**src/design/esth_pkg.sv**
```systemverilog
// Shared types, register codes, reset values and the quadrature decode table
// for the encoder setpoint thermostat. No dependencies.
`default_nettype none

package esth_pkg;

  typedef enum logic [1:0] {
    REG_CONTROL_PERIOD  = 2'd0,
    REG_DEBOUNCE_TICKS  = 2'd1,
    REG_SETPOINT_MAX    = 2'd2,
    REG_ENCODER_REVERSE = 2'd3
  } reg_index_t;

  localparam logic [15:0] CONTROL_PERIOD_RST = 16'd83;
  localparam logic [7:0]  DEBOUNCE_TICKS_RST = 8'd30;
  localparam logic [9:0]  SETPOINT_MAX_RST   = 10'd1023;

  typedef enum logic [1:0] {
    PH_IDLE    = 2'd0,
    PH_PRESS   = 2'd1,
    PH_RELEASE = 2'd2
  } button_phase_t;

  typedef struct packed {
    logic [15:0] control_period;
    logic [7:0]  debounce_ticks;
    logic [9:0]  setpoint_max;
    logic        encoder_reverse;
  } esth_cfg_t;

  // Quadrature step for {previous A/B, current A/B}.
  function automatic logic signed [1:0] quad_delta(input logic [3:0] idx);
    logic signed [1:0] d;
    case (idx)
      4'd1, 4'd7, 4'd8, 4'd14: d = 2'sd1;
      4'd2, 4'd4, 4'd11, 4'd13: d = -2'sd1;
      default: d = 2'sd0;
    endcase
    return d;
  endfunction

endpackage

`default_nettype wire

```
**src/design/esth_if.sv**
```systemverilog
// Valid/ready channel interfaces for the thermostat tick items and results.
// Depends on nothing.
`default_nettype none

interface esth_in_if;
  logic        valid;
  logic        ready;
  logic [1:0]  encoder_ab;
  logic        button_pressed;
  logic        sensor_valid;
  logic [15:0] sensor_word;
  modport source (output valid, encoder_ab, button_pressed, sensor_valid, sensor_word,
                  input ready);
  modport sink   (input valid, encoder_ab, button_pressed, sensor_valid, sensor_word,
                  output ready);
endinterface

interface esth_out_if;
  logic       valid;
  logic       ready;
  logic       ssr_on;
  logic [9:0] shown_setpoint;
  logic [9:0] goal_setpoint;
  logic       goal_pending;
  logic [9:0] current_temp;
  modport source (output valid, ssr_on, shown_setpoint, goal_setpoint, goal_pending,
                  current_temp, input ready);
  modport sink   (input valid, ssr_on, shown_setpoint, goal_setpoint, goal_pending,
                  current_temp, output ready);
endinterface

`default_nettype wire

```
**src/design/esth_cfg.sv**
```systemverilog
// APB-style configuration registers of the thermostat.
// Depends on esth_pkg.
`default_nettype none

module esth_cfg
  import esth_pkg::*;
(
  input  wire logic        clk,
  input  wire logic        rst_n,
  input  wire logic        cfg_psel,
  input  wire logic        cfg_penable,
  input  wire logic        cfg_pwrite,
  input  wire logic [3:0]  cfg_paddr,
  input  wire logic [31:0] cfg_pwdata,
  output logic [31:0]      cfg_prdata,
  output logic             cfg_pready,
  output esth_cfg_t        cfg
);

  esth_cfg_t  cfg_r;
  reg_index_t idx;
  logic       wr;

  assign idx        = reg_index_t'(cfg_paddr[3:2]);
  assign wr         = cfg_psel && cfg_penable && cfg_pwrite;
  assign cfg_pready = 1'b1;
  assign cfg        = cfg_r;

  always_ff @(posedge clk) begin
    if (!rst_n) begin
      cfg_r.control_period  <= CONTROL_PERIOD_RST;
      cfg_r.debounce_ticks  <= DEBOUNCE_TICKS_RST;
      cfg_r.setpoint_max    <= SETPOINT_MAX_RST;
      cfg_r.encoder_reverse <= 1'b0;
    end else if (wr) begin
      case (idx)
        REG_CONTROL_PERIOD:  cfg_r.control_period  <= cfg_pwdata[15:0];
        REG_DEBOUNCE_TICKS:  cfg_r.debounce_ticks  <= cfg_pwdata[7:0];
        REG_SETPOINT_MAX:    cfg_r.setpoint_max    <= cfg_pwdata[9:0];
        REG_ENCODER_REVERSE: cfg_r.encoder_reverse <= cfg_pwdata[0];
        default: ;
      endcase
    end
  end

  always_comb begin
    case (idx)
      REG_CONTROL_PERIOD:  cfg_prdata = {16'd0, cfg_r.control_period};
      REG_DEBOUNCE_TICKS:  cfg_prdata = {24'd0, cfg_r.debounce_ticks};
      REG_SETPOINT_MAX:    cfg_prdata = {22'd0, cfg_r.setpoint_max};
      REG_ENCODER_REVERSE: cfg_prdata = {31'd0, cfg_r.encoder_reverse};
      default:             cfg_prdata = 32'd0;
    endcase
  end

endmodule

`default_nettype wire

```
**src/design/esth_encoder.sv**
```systemverilog
// Quadrature decoder and shown-setpoint counter.
// Depends on esth_pkg.
`default_nettype none

module esth_encoder
  import esth_pkg::*;
(
  input  wire logic       clk,
  input  wire logic       rst_n,
  input  wire logic       tick,
  input  wire logic [1:0] ab,
  input  wire esth_cfg_t  cfg,
  output logic [9:0]      shown_nxt,
  output logic [9:0]      shown_r
);

  logic [1:0]        prev_r;
  logic signed [3:0] step_r, step_nxt, sum;
  logic signed [3:0] d;
  logic [10:0]       moved;
  logic              up, down;

  always_comb begin
    d    = 4'(quad_delta({prev_r, ab}));
    sum  = cfg.encoder_reverse ? step_r + d : step_r - d;
    up   = (sum == 4'sd4);
    down = (sum == -4'sd4);
    step_nxt = (up || down) ? 4'sd0 : sum;
    if (up) begin
      moved = {1'b0, shown_r} + 11'd1;
    end else if (shown_r != 10'd0) begin
      moved = {1'b0, shown_r} - 11'd1;
    end else begin
      moved = 11'd0;
    end
    if (moved > {1'b0, cfg.setpoint_max}) begin
      moved = {1'b0, cfg.setpoint_max};
    end
    shown_nxt = (up || down) ? moved[9:0] : shown_r;
  end

  always_ff @(posedge clk) begin
    if (!rst_n) begin
      prev_r  <= 2'd0;
      step_r  <= 4'sd0;
      shown_r <= 10'd0;
    end else if (tick) begin
      prev_r  <= ab;
      step_r  <= step_nxt;
      shown_r <= shown_nxt;
    end
  end

endmodule

`default_nettype wire

```
**src/design/esth_button.sv**
```systemverilog
// Debounced button state machine that commits the shown setpoint as goal.
// Depends on esth_pkg.
`default_nettype none

module esth_button
  import esth_pkg::*;
(
  input  wire logic       clk,
  input  wire logic       rst_n,
  input  wire logic       tick,
  input  wire logic       pressed,
  input  wire logic [9:0] shown_nxt,
  input  wire esth_cfg_t  cfg,
  output logic [9:0]      goal_nxt,
  output logic [9:0]      goal_r
);

  button_phase_t phase_r, phase_nxt;
  logic [7:0]    wait_r, wait_nxt;

  always_comb begin
    phase_nxt = phase_r;
    wait_nxt  = wait_r;
    goal_nxt  = goal_r;
    if (wait_r != 8'd0) begin
      wait_nxt = wait_r - 8'd1;
    end else begin
      case (phase_r)
        PH_IDLE: begin
          if (pressed) begin
            phase_nxt = PH_PRESS;
            wait_nxt  = (cfg.debounce_ticks == 8'd0) ? 8'd0 : cfg.debounce_ticks - 8'd1;
          end
        end
        PH_PRESS: begin
          if (pressed) begin
            goal_nxt  = shown_nxt;
            phase_nxt = PH_RELEASE;
          end else begin
            phase_nxt = PH_IDLE;
          end
        end
        default: begin
          if (!pressed) phase_nxt = PH_IDLE;
        end
      endcase
    end
  end

  always_ff @(posedge clk) begin
    if (!rst_n) begin
      phase_r <= PH_IDLE;
      wait_r  <= 8'd0;
      goal_r  <= 10'd0;
    end else if (tick) begin
      phase_r <= phase_nxt;
      wait_r  <= wait_nxt;
      goal_r  <= goal_nxt;
    end
  end

endmodule

`default_nettype wire

```
**src/design/esth_control.sv**
```systemverilog
// Slotted relay drive: control period timer, power word and slot pointer.
// Depends on esth_pkg.
`default_nettype none

module esth_control
  import esth_pkg::*;
#(
  parameter int POWER_SLOTS = 16
) (
  input  wire logic       clk,
  input  wire logic       rst_n,
  input  wire logic       tick,
  input  wire logic [9:0] goal_nxt,
  input  wire logic [9:0] temp_r,
  input  wire esth_cfg_t  cfg,
  output logic            ssr_r
);

  localparam int SLOT_W = $clog2(POWER_SLOTS);

  logic [15:0]            wait_r;
  logic [POWER_SLOTS-1:0] power_r;
  logic [SLOT_W-1:0]      slot_r;

  always_ff @(posedge clk) begin
    if (!rst_n) begin
      wait_r  <= 16'd0;
      power_r <= '0;
      slot_r  <= '0;
      ssr_r   <= 1'b0;
    end else if (tick) begin
      if (wait_r != 16'd0) begin
        wait_r <= wait_r - 16'd1;
      end else begin
        wait_r  <= (cfg.control_period == 16'd0) ? 16'd0 : cfg.control_period - 16'd1;
        ssr_r   <= power_r[slot_r];
        slot_r  <= (slot_r == SLOT_W'(POWER_SLOTS - 1)) ? '0 : slot_r + SLOT_W'(1);
        power_r <= (goal_nxt > temp_r) ? '1 : '0;
      end
    end
  end

endmodule

`default_nettype wire

```
**src/design/encoder_setpoint_thermostat_core.sv**
```systemverilog
// Top level of the encoder setpoint thermostat.
// Depends on esth_pkg, esth_if and the esth_cfg/encoder/button/control modules.
`default_nettype none
// Usage:
//   in_if  : one item per 1 ms tick (encoder A/B, button level, sensor word).
//   out_if : one result item per input item (relay level, shown and goal
//            setpoints, pending flag, temperature).
//   cfg_*  : APB-style register port, registers at byte addresses 0,4,8,12;
//            pready is tied high, reads return the register value.
// Latency: a result is valid the cycle after its item is accepted.
// Throughput: one item per clock while out_if.ready keeps up. All tick state updates
//   through short logic; the state registers themselves hold the result payload.
// Stall: while a result waits, in_if.ready drops unless out_if.ready is high
//   in the same cycle, so a new item is taken as the old result leaves and
//   the held payload never changes under a stall.
// Reset (rst_n low, synchronous): registers return to their defaults
//   (period 83, debounce 30, max 1023, normal direction), all tick state
//   clears, and no result is valid.  The relay control fires on the first
//   tick after reset.

module encoder_setpoint_thermostat_core
  import esth_pkg::*;
#(
  parameter int POWER_SLOTS = 16
) (
  input  wire logic        clk,
  input  wire logic        rst_n,
  esth_in_if.sink          in_if,
  esth_out_if.source       out_if,
  input  wire logic        cfg_psel,
  input  wire logic        cfg_penable,
  input  wire logic        cfg_pwrite,
  input  wire logic [3:0]  cfg_paddr,
  input  wire logic [31:0] cfg_pwdata,
  output logic [31:0]      cfg_prdata,
  output logic             cfg_pready
);

  esth_cfg_t  cfg;
  logic       tick;
  logic       out_valid_r;
  logic [9:0] shown_nxt, shown_r;
  logic [9:0] goal_nxt, goal_r;
  logic [9:0] temp_r;
  logic       ssr_r;

  // Take an item whenever the result slot is empty or being drained.
  assign in_if.ready = !out_valid_r || out_if.ready;
  assign tick        = in_if.valid && in_if.ready;

  esth_cfg u_cfg (
    .clk, .rst_n, .cfg_psel, .cfg_penable, .cfg_pwrite, .cfg_paddr,
    .cfg_pwdata, .cfg_prdata, .cfg_pready, .cfg
  );

  esth_encoder u_encoder (
    .clk, .rst_n, .tick, .ab(in_if.encoder_ab), .cfg, .shown_nxt, .shown_r
  );

  // Goal sees this tick's shown value (encoder runs first).
  esth_button u_button (
    .clk, .rst_n, .tick, .pressed(in_if.button_pressed), .shown_nxt, .cfg,
    .goal_nxt, .goal_r
  );

  // Control compares this tick's goal with the temperature from before the
  // sensor update of the same tick.
  esth_control #(.POWER_SLOTS(POWER_SLOTS)) u_control (
    .clk, .rst_n, .tick, .goal_nxt, .temp_r, .cfg, .ssr_r
  );

  always_ff @(posedge clk) begin
    if (!rst_n) begin
      temp_r      <= 10'd0;
      out_valid_r <= 1'b0;
    end else begin
      if (tick && in_if.sensor_valid) temp_r <= in_if.sensor_word[15:6];
      if (tick) begin
        out_valid_r <= 1'b1;
      end else if (out_if.ready) begin
        out_valid_r <= 1'b0;
      end
    end
  end

  assign out_if.valid          = out_valid_r;
  assign out_if.ssr_on         = ssr_r;
  assign out_if.shown_setpoint = shown_r;
  assign out_if.goal_setpoint  = goal_r;
  assign out_if.goal_pending   = (shown_r != goal_r);
  assign out_if.current_temp   = temp_r;

`ifndef SYNTH
  a_accept_gives_result: assert property (@(posedge clk) disable iff (!rst_n)
    tick |=> out_if.valid)
    else $error("accepted item produced no result");

  a_stall_holds_state: assert property (@(posedge clk) disable iff (!rst_n)
    (out_if.valid && !out_if.ready) |=>
      ($stable(shown_r) && $stable(goal_r) && $stable(ssr_r) && $stable(temp_r)))
    else $error("tick state advanced while result was stalled");

  a_temp_only_on_tick: assert property (@(posedge clk) disable iff (!rst_n)
    !tick |=> $stable(temp_r))
    else $error("temperature changed without an accepted item");
`endif

endmodule

`default_nettype wire
```
**src/flat_wrapper.sv**
```systemverilog
// flat-port wrapper written by rule: the top's interface ports become plain ports
module encoder_setpoint_thermostat_core_flat import esth_pkg::*;
#(
  parameter int POWER_SLOTS = 16
)
  (clk, rst_n, cfg_psel, cfg_penable, cfg_pwrite, cfg_paddr, cfg_pwdata, cfg_prdata, cfg_pready, in_if_valid, in_if_encoder_ab, in_if_button_pressed, in_if_sensor_valid, in_if_sensor_word, in_if_ready, out_if_valid, out_if_ssr_on, out_if_shown_setpoint, out_if_goal_setpoint, out_if_goal_pending, out_if_current_temp, out_if_ready);
  esth_in_if in_if_i ();
  esth_out_if out_if_i ();
  input  wire logic clk;
  input  wire logic rst_n;
  input  wire logic cfg_psel;
  input  wire logic cfg_penable;
  input  wire logic cfg_pwrite;
  input  wire logic [3:0] cfg_paddr;
  input  wire logic [31:0] cfg_pwdata;
  output logic [31:0] cfg_prdata;
  output logic cfg_pready;
  input wire logic [$bits(in_if_i.valid)-1:0] in_if_valid;
  input wire logic [$bits(in_if_i.encoder_ab)-1:0] in_if_encoder_ab;
  input wire logic [$bits(in_if_i.button_pressed)-1:0] in_if_button_pressed;
  input wire logic [$bits(in_if_i.sensor_valid)-1:0] in_if_sensor_valid;
  input wire logic [$bits(in_if_i.sensor_word)-1:0] in_if_sensor_word;
  output wire logic [$bits(in_if_i.ready)-1:0] in_if_ready;
  output wire logic [$bits(out_if_i.valid)-1:0] out_if_valid;
  output wire logic [$bits(out_if_i.ssr_on)-1:0] out_if_ssr_on;
  output wire logic [$bits(out_if_i.shown_setpoint)-1:0] out_if_shown_setpoint;
  output wire logic [$bits(out_if_i.goal_setpoint)-1:0] out_if_goal_setpoint;
  output wire logic [$bits(out_if_i.goal_pending)-1:0] out_if_goal_pending;
  output wire logic [$bits(out_if_i.current_temp)-1:0] out_if_current_temp;
  input wire logic [$bits(out_if_i.ready)-1:0] out_if_ready;
  assign in_if_i.valid = in_if_valid;
  assign in_if_i.encoder_ab = in_if_encoder_ab;
  assign in_if_i.button_pressed = in_if_button_pressed;
  assign in_if_i.sensor_valid = in_if_sensor_valid;
  assign in_if_i.sensor_word = in_if_sensor_word;
  assign in_if_ready = in_if_i.ready;
  assign out_if_valid = out_if_i.valid;
  assign out_if_ssr_on = out_if_i.ssr_on;
  assign out_if_shown_setpoint = out_if_i.shown_setpoint;
  assign out_if_goal_setpoint = out_if_i.goal_setpoint;
  assign out_if_goal_pending = out_if_i.goal_pending;
  assign out_if_current_temp = out_if_i.current_temp;
  assign out_if_i.ready = out_if_ready;
  encoder_setpoint_thermostat_core #(.POWER_SLOTS(POWER_SLOTS)) u_core (.clk(clk), .rst_n(rst_n), .in_if(in_if_i), .out_if(out_if_i), .cfg_psel(cfg_psel), .cfg_penable(cfg_penable), .cfg_pwrite(cfg_pwrite), .cfg_paddr(cfg_paddr), .cfg_pwdata(cfg_pwdata), .cfg_prdata(cfg_prdata), .cfg_pready(cfg_pready));
endmodule
```
**config.mk**
```make
export PLATFORM = sky130hd
export DESIGN_NAME = encoder_setpoint_thermostat_core_flat
export DESIGN_NICKNAME = d
export VERILOG_FILES = /design/src/design/esth_pkg.sv /design/src/design/esth_if.sv /design/src/design/esth_cfg.sv /design/src/design/esth_encoder.sv /design/src/design/esth_button.sv /design/src/design/esth_control.sv /design/src/design/encoder_setpoint_thermostat_core.sv /design/src/flat_wrapper.sv
export SDC_FILE = /design/constraint.sdc
export NUM_CORES = 1
export LEC_CHECK = 0
export BUFFER_PORTS_ARGS = -buffer_cell sky130_fd_sc_hd__buf_2
export CORE_MARGIN = 3
export CORE_UTILIZATION = 28
export CTS_CLUSTER_DIAMETER = 120
export DETAILED_ROUTE_END_ITERATION = 8
export GPL_TIMING_DRIVEN = 0
export PLACE_DENSITY = 0.59
export SETUP_SLACK_MARGIN = 0.4
export SLEW_MARGIN = 20
export SYNTH_ARGS = -nofsm -noshare
export SYNTH_HDL_FRONTEND = slang
export SYNTH_SLANG_ARGS = --single-unit
```
**constraint.sdc**
```tcl
create_clock -name clk -period 8.29 [get_ports clk]
set_input_delay 2.0725 -clock clk [delete_from_list [all_inputs] [get_ports clk]]
set_output_delay 2.0725 -clock clk [all_outputs]
set_load 0.005 [all_outputs]
```
==> out/summary.txt <==
Synth Flop Type: dfxtp_1
Leakage: 0.00357 uW
pre-CTS setup slack: -842 ps
Synth Area in Compound Gates: 22.4%
met2 Track Usage GR: 25.5%
# diodes: 0
Crit path top cell by count: buf_4
CP Class: in2reg
# Max-Cap Violations: 0
status: complete, no violations
worst-margin pin slew: 1040 ps
Hold Vio Cnt, Final: 0
IO Count: 130
Synth area leaders: dfxtp_1 (30%), nand2_1 (7.4%), ha_1 (7.2%)
Die H: 162 um
largest family of logic cells by synthesized area: simple AND/OR/NAND/NOR gates
asr flop ratio synth: 0%
Max Clk Rate: 129 MHz
Comb pwr share: 49.4%
full die area: 26100 um^2
Clock Tree Root: clkbuf_16
CP peak stage delay: 480 ps
Post-route DRC: 0
WL/cell: 16.5 um
CTS tree: built
via-per-instance ratio: 5.09
area leader, netlist: dfxtp_1
Die W: 162 um
Worst EP required: 8580 ps
Worst path slowest cell: fa_2
RSZ-0062 raised after global routing: true
GRT Residual Overflow: 0
Syn. warnings: 0
clock network fraction of design power: 21.9%
flop and latch count out of synthesis: 100
Setup crit start kind: input pin
area post-placement: 7680 um^2
setup ws final: 509 ps
Reg power frac: 28.7%
Tmin final: 7780 ps
Hold WC Path Type: reg2reg
Slew Limit Fails: 0
htree depth: 3
maximum root-to-sink buffer count: 2
drt total wl: 22200 um
grt met3 use: 2.13%
post-synthesis xor/xnor area fraction: 5.08%
DR iter-0 viols: 579
synth unique cells: 67
Worst Path Max Fanout: 7
Clock Skews: 11.8 ps
DR vias: 6853
met1 usage: 23.7%
Worst VDD drop: 0.000105 V
first-pass GRT wire length: 34000 um
Pwr Density: 236 nW/um^2
Tot GR Track Use: 16.3%
clk sinks: 100
grt peak-use layer: met2
Core Rows: 56
vias in the first global route: 6193
synthesized area: 6780 um^2
CTS Buf Count: 9
Crit path arrival time: 8080 ps
GPL Wtd Cong: 0.897
Pint: 1170 uW
Simple-Gate Fraction of Synth Area: 23.6%
clk slew on worst S/H paths: 80 ps
Fin Hold WS: 461 ps
hold_buf cts: 0
Synth top area share: 29.5%
Final Setup Violations: 0
Post-Syn Instances: 888
clock latency on the worst-skew pair: 360 ps
proportion of layout cells with a drive suffix above 1: 20.8%
mux cell area share after synthesis: 4.54%
antenna-violating nets left: 0
area delta synth->final: 26.1%
DPL Wire Length: 16500 um
Avg Inst Size Synth: 7.63 um^2
Slew headroom: 29.7%
EDFF count, synth: 0
share of the yosys chip area belonging to registers: 29.5%
Final period util: 93.9%
adder-cell area share of the yosys netlist: 7.49%
Initial Util: 28.7%
switching share of power: 42.3%
initial antenna violation count: 0
number of port buffers: 87
largest net degree at the start of global routing: 20
core box area: 23600 um^2
layout net count: 1126
Finished Cell Area: 8550 um^2
P_sw: 853 uW
CP endpoint kind: register
TritonRoute pass-1 iters: 5
-- layout by cell type (no fill, tap or decap), types with 14 or more instances in the layout --
| cell type | instances |
|---|---|
| dfxtp_1 | 100 |
| buf_2 | 87 |
| nor3_1 | 22 |
| o211ai_1 | 23 |
| nand2_1 | 133 |
| xnor2_1 | 16 |
| nor2_1 | 51 |
| ha_1 | 31 |
| conb_1 | 17 |
| a21oi_1 | 64 |
| xor2_1 | 16 |
| inv_1 | 39 |
| buf_4 | 38 |
| a21o_1 | 14 |
| o21ai_0 | 41 |
| mux2i_1 | 22 |
| clkbuf_1 | 42 |
| nand3_1 | 16 |
| nor2b_1 | 21 |
-- power groups by stage --
stage	Sequential [uW]	Clock, uW	Combinational [uW]
after global placement	588	0	816
final	579	442	997
after floorplan	577	0	611
after CTS	577	450	904
after detailed placement	588	0	821
after global routing	586	465	1090
-- metal layers --
metal	share of wire, %	wire length, um	vias up
li1	-	-	3389
met1	48	10700	3228
met2	45	10000	222
met3	5.8	1280	14
met4	0.99	220	0
met5	0	0	-
-- cells by family (layout without fill, tap and decap cells) --
| family | Yosys count | in the layout |
|---|---|---|
| other cells | 2 | 17 |
| buf+inv | 112 | 237 |
| fa+ha+maj | 40 | 40 |
| flops | 100 | 100 |
| xor+xnor | 36 | 36 |
| mux | 28 | 28 |
| simple gates | 331 | 331 |
| compound gates | 239 | 239 |
-- worst max-delay path: cells and delay by family --
kind / cells / cell delay, ps
fa+ha+maj: 5 / 1410
simple gates: 9 / 1440
buf+inv: 7 / 900
compound gates: 10 / 1790
mux: 1 / 470
-- area by class of cell --
class	instances	area, um^2
Buffer	69	364
Clock buffer	10	239
Clock inverter	6	62.6
Fill cell	2511	15100
Inverter	43	171
Multi-Input combinational cell	691	4670
Sequential cell	100	2000
Tap cell	319	399
Timing Repair Buffer	109	636
-- timing repair --
| item | CTS | global route |
|---|---|---|
| resized for setup | 50 | 42 |
| gates cloned | 0 | 1 |
| setup endpoints to repair | 1 | 1 |
| pin swaps | 17 | 27 |
| setup buffers | 10 | 11 |
-- registers in the layout, summed over array words and instances, names as in the netlist --
name                        flops
u_core.u_button.wait_r          8
u_core.out_if.valid             1
u_core.u_encoder.step_r         4
u_core.u_encoder.shown_r       10
u_core.u_encoder.prev_r         2
u_core.u_control.ssr_r          1
u_core.out_if.current_temp     10
u_core.u_control.wait_r        16
u_core.u_button.phase_r         2
u_core.u_control.power_r        1
u_core.u_cfg.cfg               35
u_core.u_button.goal_r         10
-- per-stage QoR --
stage	power, uW	TNS, ps	util (%)	cells
floorplan	1190	0	-	903
global placement	1400	-829	32.5	1309
detailed placement	1410	-842	32.5	1309
CTS	1930	0	35.1	1335
global route	2140	0	36.2	1347
finish	2020	0	36.2	1347
-- cells in the mapped netlist, types with 3 or more instances --
library cell and number:
o211a_1 5, xor2_1 16, a31oi_1 11, dfxtp_1 100, a211oi_1 7, o21a_1 3
o221ai_1 3, nor3_1 24, o211ai_1 23, o21ai_0 42, or2_2 4, nand2b_1 5
a21oi_1 71, xnor2_1 18, nand3_1 17, nand2_1 134, and3_1 10, buf_1 4
a21boi_0 8, nand3b_1 3, nand4_1 8, or4_1 8, and4_1 3, o31ai_1 6
nor2b_1 21, a21o_1 14, nor4_1 13, and2_1 14, ha_1 39, a22oi_1 3
inv_1 42, clkbuf_1 45, or3_1 5, o22ai_1 10, o21ai_1 13, mux2i_1 24
nor2_1 54, buf_4 18
-- path summary, 6_finish.rpt --
| check | startpoint | end | slack, ps | cells after the start |
|---|---|---|---|---|
| worst max-delay path | in_if_encoder_ab[1] | u_core.u_control.power_r[14]$_SDFFE_PN0P_ | 510 | 32 |
| worst min-delay path | u_core.u_control.power_r[14]$_SDFFE_PN0P_ | u_core.u_control.power_r[14]$_SDFFE_PN0P_ | 460 | 2 |
| worst max register to register | u_core.u_encoder.prev_r[0]$_SDFFE_PN0P_ | u_core.u_control.power_r[14]$_SDFFE_PN0P_ | 2020 | 30 |
| worst min register to register | u_core.u_control.power_r[14]$_SDFFE_PN0P_ | u_core.u_control.power_r[14]$_SDFFE_PN0P_ | 460 | 2 |
(Power assumes the default switching activity.)
